[src/hw/rtl/sac_pkg.sv]
// ----------------------------------------------------------------------------
// sac_pkg
// shared types and constants of the set-associative fifo cache
// ----------------------------------------------------------------------------
package sac_pkg;

    localparam int DEF_WAYS = 8;
    localparam int DEF_SETS = 64;

    localparam int KEY_W  = 64;
    localparam int HASH_W = 32;
    localparam int PAY_W  = 32;
    localparam int KIND_W = 2;

    // operation codes
    localparam logic [KIND_W-1:0] KIND_INSERT     = 2'd0;
    localparam logic [KIND_W-1:0] KIND_LOAD       = 2'd1;
    localparam logic [KIND_W-1:0] KIND_INVALIDATE = 2'd2;

    typedef struct packed {
        logic [KIND_W-1:0] kind;
        logic [KEY_W-1:0]  key;
        logic [HASH_W-1:0] key_hash;
        logic [PAY_W-1:0]  payload_in;
    } req_t;

    typedef struct packed {
        logic             found;
        logic [PAY_W-1:0] payload_out;
        logic             evicted;
    } rsp_t;

    // outcome of one row update
    typedef struct packed {
        logic             found;
        logic             evicted;
        logic [PAY_W-1:0] payload_out;
        logic             mem_we;
    } upd_t;

    typedef enum logic [2:0] {
        ST_CLEAR,
        ST_IDLE,
        ST_DIV_MUL,
        ST_DIV_FIX,
        ST_EXEC
    } state_t;

endpackage

[src/hw/rtl/sac_row_update.sv]
// ----------------------------------------------------------------------------
// sac_row_update
// parallel way compare and new row contents for one operation
// ----------------------------------------------------------------------------
module sac_row_update #(
    parameter int WAYS = sac_pkg::DEF_WAYS
) (
    input  logic [sac_pkg::KIND_W-1:0]     kind,
    input  logic [sac_pkg::KEY_W-1:0]      key,
    input  logic [sac_pkg::PAY_W-1:0]      payload_in,
    input  logic [WAYS-1:0]                valid_row,
    input  logic [WAYS*sac_pkg::KEY_W-1:0] key_row,
    input  logic [WAYS*sac_pkg::PAY_W-1:0] pay_row,
    output logic [WAYS-1:0]                valid_next,
    output logic [WAYS*sac_pkg::KEY_W-1:0] key_next,
    output logic [WAYS*sac_pkg::PAY_W-1:0] pay_next,
    output sac_pkg::upd_t                  upd
);

    import sac_pkg::*;

    logic [WAYS-1:0]  match;
    logic [WAYS-1:0]  first;
    logic [WAYS-1:0]  inv;
    logic [WAYS-1:0]  empty_sel;
    logic             hit;
    logic             has_empty;
    logic [PAY_W-1:0] hit_pay;

    always_comb
    begin
        for (int w = 0; w < WAYS; w++)
        begin
            match[w] = valid_row[w] && (key_row[w*KEY_W +: KEY_W] == key);
        end
    end

    // lowest matching way, highest empty way
    assign first     = match & (~match + WAYS'(1));
    assign inv       = ~valid_row;
    assign hit       = |match;
    assign has_empty = |inv;

    always_comb
    begin
        for (int w = 0; w < WAYS; w++)
        begin
            empty_sel[w] = inv[w] && ((inv >> (w + 1)) == '0);
        end
    end

    always_comb
    begin
        hit_pay = '0;
        for (int w = 0; w < WAYS; w++)
        begin
            if (first[w])
            begin
                hit_pay = hit_pay | pay_row[w*PAY_W +: PAY_W];
            end
        end
    end

    always_comb
    begin
        valid_next = valid_row;
        key_next   = key_row;
        pay_next   = pay_row;
        upd        = '0;
        unique case (kind) inside
            KIND_INSERT:
            begin
                upd.mem_we = 1'b1;
                if (hit)
                begin
                    upd.found = 1'b1;
                    for (int w = 0; w < WAYS; w++)
                    begin
                        if (first[w])
                        begin
                            pay_next[w*PAY_W +: PAY_W] = payload_in;
                        end
                    end
                end
                else if (has_empty)
                begin
                    for (int w = 0; w < WAYS; w++)
                    begin
                        if (empty_sel[w])
                        begin
                            valid_next[w]              = 1'b1;
                            key_next[w*KEY_W +: KEY_W] = key;
                            pay_next[w*PAY_W +: PAY_W] = payload_in;
                        end
                    end
                end
                else
                begin
                    // full set: drop way 0, shift down, append at the top
                    upd.evicted = 1'b1;
                    for (int w = 0; w < WAYS - 1; w++)
                    begin
                        key_next[w*KEY_W +: KEY_W] = key_row[(w+1)*KEY_W +: KEY_W];
                        pay_next[w*PAY_W +: PAY_W] = pay_row[(w+1)*PAY_W +: PAY_W];
                    end
                    key_next[(WAYS-1)*KEY_W +: KEY_W] = key;
                    pay_next[(WAYS-1)*PAY_W +: PAY_W] = payload_in;
                    valid_next                        = '1;
                end
            end
            KIND_LOAD,
            KIND_INVALIDATE:
            begin
                if (hit)
                begin
                    upd.found  = 1'b1;
                    upd.mem_we = 1'b1;
                    valid_next = valid_row & ~first;
                    if (kind == KIND_LOAD)
                    begin
                        upd.payload_out = hit_pay;
                    end
                end
            end
            default:
            begin
                upd = '0;
            end
        endcase
    end

endmodule

[config.mk]
export PLATFORM = sky130hd
export DESIGN_NAME = sac_row_update
export DESIGN_NICKNAME = d
export VERILOG_FILES = /design/src/hw/rtl/sac_pkg.sv /design/src/hw/rtl/sac_row_update.sv
export SDC_FILE = /design/constraint.sdc
export NUM_CORES = 2
export LEC_CHECK = 0
export BUFFER_PORTS_ARGS = -buffer_cell sky130_fd_sc_hd__buf_2
export CORE_AREA = 10 10 647 649
export DETAILED_ROUTE_END_ITERATION = 10
export DIE_AREA = 0 0 657 659
export MAX_ROUTING_LAYER = met4
export PLACE_DENSITY_LB_ADDON = 0.25
export SLEW_MARGIN = 0
export SYNTH_ARGS = -nofsm -noshare
export SYNTH_HDL_FRONTEND = slang
export SYNTH_SLANG_ARGS = --single-unit
[constraint.sdc]
create_clock -name vclk -period 9
set_input_delay 0.9 -clock vclk [all_inputs]
set_output_delay 0.9 -clock vclk [all_outputs]
set_load 0.1 [all_outputs]
======== Word level (Yosys, flattened, before mapping) ========
Cells that the tools add are included.
storage, ports and cells
  flip-flop bits (word level) ............. 0
  bits of input ports ..................... 874
  output and inout bits ................... 811
  word-level logic and storage cells ...... 109
cells by class
  add/sub/neg operators ................... 1
  eq/ne operators ......................... 10
  multiplexer cells ....................... 59
  bitwise logic cells ..................... 12
  reductions and logical operators ........ 27
operator list
  operator                                        count
  two-way mux 512 bit                             3
  two-way mux 32 bit                              26
  two-way mux 256 bit                             3
  == test 64 bit                                  8
  two-way mux 64 bit                              8
  bitwise OR 32 bit                               7
  logical NOT 8 bit                               7
  two-way mux 33 bit                              1
  two-way mux 8 bit                               3
  NOT 8 bit                                       3
  bitwise AND 8 bit                               2
  case mux 8 bit (2 select lines)                 1
  OR reduction 8 bit                              2
  logical AND 1 bit                               15
  two-way mux 1 bit                               13
  adder 8 x 1 -> 8 bit (second input constant)    1
  OR reduction 3 bit                              1
  == test 2 x 1 -> 1 bit (second input constant)  1
  == test 2 bit (second input constant)           1
  logical NOT 2 bit                               1
  case mux 1 bit (2 select lines)                 1
  OR reduction 2 bit                              1

======== Longest topological paths before layout ========
  depth after elaboration ................. 23
  depth in mapped cells ................... 16
  depth with buffers taken out ............ 9

======== Least setup slack after synthesis ========
No wires, ideal clock.
  path kind ............................... input to output
  start point ............................. input key[25] in the netlist's numbering
  end point ............................... output pay_next[100] in the netlist's numbering
  arrival ................................. 4940 ps
  data required time ...................... 8100 ps
  path slack .............................. 3160 ps
  stages .................................. 14
  buffers on the path ..................... 6
  path through ............................ buf_2 -> inv_1 -> a222oi_1 -> nand2_1 -> o32ai_1 -> or3_1 -> buf_2 -> or2_1 -> buf_2 -> buf_2 -> buf_4 -> buf_2 -> o22ai_1 -> a2bb2oi_1
between the ends
  word-level cells in the longest chain between the ends .. 8
  elaborated cells on any way between the ends .. 23
  classes of those cells .................. 1 x add/sub; 8 x eq/ne; 3 x mux; 2 x bitwise; 9 x reduce/logical
ends and longest elaborated chain
  what                     line                  text
  start, declared          sac_row_update.sv:9   input logic [sac_pkg::KEY_W-1:0] key,
  == test 64 bit           sac_row_update.sv:34  match[w] = valid_row[w] && (key_row[w*KEY_W +: KEY_W] == key);
  logical AND 1 bit        sac_row_update.sv:34
  NOT 8 bit                sac_row_update.sv:39  assign first = match & (~match + WAYS'(1));
  adder 8 x 1 -> 8 bit     sac_row_update.sv:39
  bitwise AND 8 bit        sac_row_update.sv:39
  two-way mux 32 bit       sac_row_update.sv:79  if (first[w])
  two-way mux 256 bit (*)  sac_row_update.sv:74  if (hit)
  two-way mux 256 bit (*)  sac_row_update.sv:70  unique case (kind) inside
  end, declared            sac_row_update.sv:16  output logic [WAYS*sac_pkg::PAY_W-1:0] pay_next,
Every way passes the cells marked *; elsewhere a longest branch is shown, timed or not.

======== Worst setup path in the final report ========
  start point ............................. input key[20] in the netlist's numbering
  end point ............................... output pay_next[200] in the netlist's numbering
The elaborated chain is that of the path after synthesis.

==> impl_results.md <==
* Run status: complete, no violations
* Dpl cell area at 46200 sq um
* Post-Layout Cell Count at 11300
* DRC Markers at 0
* Worst hold path type: in -> out
* Vias/cell at 4.35
* Post-CTS sizing at 0
* Synth top area cells: a2bb2oi_2 16%, o22ai_1 11%, xnor2_1 6.6%
* Post-Syn Area at 29000 sq um
* Post CTS Setup Buffer Count at 0
* Pleak at 17.8 nW
* P&R area growth vs syn at 63.1%
* # clk buffers at 0
* RSZ-0062 raised after global routing: false
* Worst-margin pin slew at 1.43 ns
* Total track usage at 0.253
* Area occupied by multi-input gates at 26000 sq um
* Avg WL per Cell at 50.5 um
* # IOs at 1685
* Worst VDD drop at 0.0000560 V
* Final wirelength at 569 mm
* Post-route cell area at 47300 sq um
* Tmin final at 8.57 ns
* Maximum clock rate at 117 MHz
* Max Cap Viol at 0
* Synth Area per Inst at 7.02 sq um
* Yosys warns at 0
* Overflow after GRT at 0
* Synthesized instance count at 4133
* Fin crit share at 0.953
* Register area at 0 sq um
* Routability cong. at 0.995
* CP endpoint kind: output port
* Arrival time at the worst endpoint at 7.67 ns
* Final Slew Violations at 0
* Die Ht at 659 um
* Yosys top cell area share at 0.155
* Placeable Area at 405000 sq um
* Post-Place Cells at 10800
* Nets@finish at 6256
* Vias at 49000
* Critical path class: in -> out
* Number of fill cells at 47600
* CP Launch Type: input pin
* Chip width at 657 um
* Row Count at 234
* Slew headroom at 0.0346
* Setup tns final at 0 ns
* Num sequential at 0
* First-pass GRT wire length at 676 mm
* Worst-path fanout max at 66
* Initial DRT Pass Iterations at 7
* Sequential cell area fraction in the yosys report at 0
* DPL Wire Length at 490 mm
* Post-synthesis net count at 5010
* Post-DRT Antenna Nets at 0
* Initial core utilization at 0.0716
* Die ar. at 433000 sq um
* Ratio of cells with drive above 1 in the final layout at 0.428
* Initial detailed-routing violation count at 7434
* IO Port Bufs at 1685
* Critical Path RT at 8.10 ns
* Pwr dens at 99.0 nW/um^2
* Final Hold Viols at 0
* Largest net degree at the start of global routing at 164
* Vias in the first global route at 44800
* Initial antenna violation count at 468
* Cell taking the most area after synthesis: a2bb2oi_2
* Post-synth cell types at 63
* Setup-failing EPs final at 0
* Hold_buf cts at 0
-- kinds of logic (layout without fill, tap and decap cells) --
| logic type | Yosys count | in the layout | share of synthesized area |
|---|---|---|---|
| other | 0 | 454 | 0 |
| muxes | 226 | 226 | 0.0816 |
| and+or+nand+nor | 869 | 869 | 0.138 |
| buffers and inverters | 713 | 1957 | 0.114 |
| xor gates and xnor gates | 431 | 431 | 0.130 |
| adders and majority gates | 3 | 3 | 0.00129 |
| AOI/OAI and AO/OA | 1891 | 1891 | 0.534 |
-- metrics by stage --
stage | utilization | total power, mW | hold slack (ns) | setup slack [ns]
after global placement | 0.114 | 4.62 | 2.28 | 0.948
after global routing | 0.116 | 4.67 | 2.28 | 1.01
final | 0.117 | 4.68 | 2.27 | 0.427
after floorplan | - | 2.67 | 2.11 | 3.16
after CTS | 0.114 | 4.62 | 2.28 | 0.965
after detailed placement | 0.114 | 4.61 | 2.27 | 1.01
-- per-layer routing --
metal,vias to the layer above,track usage,wire (um)
met5,-,-,0
met4,0,0.108,31600
met3,717,0.138,81500
met2,4075,0.346,223000
met1,25000,0.303,232000
li1,19200,-,-
-- worst max-delay path, cell delays in order --
cell,delay [ns]
buf_2,0.32
buf_4,0.32
xor2_1,0.41
nor4_1,1.24
nand4_1,0.60
nor2_1,0.98
nor4b_2,0.45
buf_12,0.38
o21a_2,0.98
o22a_1,0.41
buf_2,0.49
-- placed cells by master (no fill, tap or decap), drive strengths merged, types with 42 or more instances in the layout --
cell,Yosys,final
a2bb2oi,512,512
nand2,368,368
a21oi,136,136
nor2,177,177
a22oi,66,66
mux2i,143,143
o211ai,94,94
o22a,64,64
o22ai,502,502
nand4,67,67
nor3,42,42
xnor2,217,217
buf,287,1859
o21ai,172,172
xor2,214,214
mux2,83,83
diode,0,454
inv,96,97
nor4,109,109
a31oi,192,192
nand3,43,43
-- power breakdown --
group / internal, mW / switching, mW
registers: 0 / 0
clock network: 0.00000554 / 0
logic: 0.948 / 3.74
-- synth_stat cells, drive strengths merged (4+ instances only) --
cell type	instances
a211oi	7
a21o	32
a21oi	136
a221o	36
a22o	7
a22oi	66
a2bb2oi	512
a31oi	192
buf	287
clkbuf	329
inv	96
mux2	83
mux2i	143
nand2	368
nand2b	37
nand3	43
nand4	67
nor2	177
nor2b	7
nor3	42
nor4	109
nor4b	4
o2111ai	12
o211ai	94
o21ai	172
o221a	32
o221ai	5
o22a	64
o22ai	502
o2bb2ai	7
or2	4
xnor2	217
xor2	214
-- final cells by class --
| cell class | count | share of cell area |
|---|---|---|
| antenna | 454 | 0.0240 |
| inverter | 97 | 0.00775 |
| multi-input combinational | 3420 | 0.550 |
| tap | 5428 | 0.144 |
| timing repair buffer | 1860 | 0.275 |
-- path summary, 6_finish.rpt --
| path | startpoint | to | slack (ns) | cells after the start |
|---|---|---|---|---|
| min | key_row[112] | key_next[112] | 2.27 | 3 |
| max | key[20] | pay_next[200] | 0.43 | 11 |
Note: power is estimated with default switching activity, not from simulation.
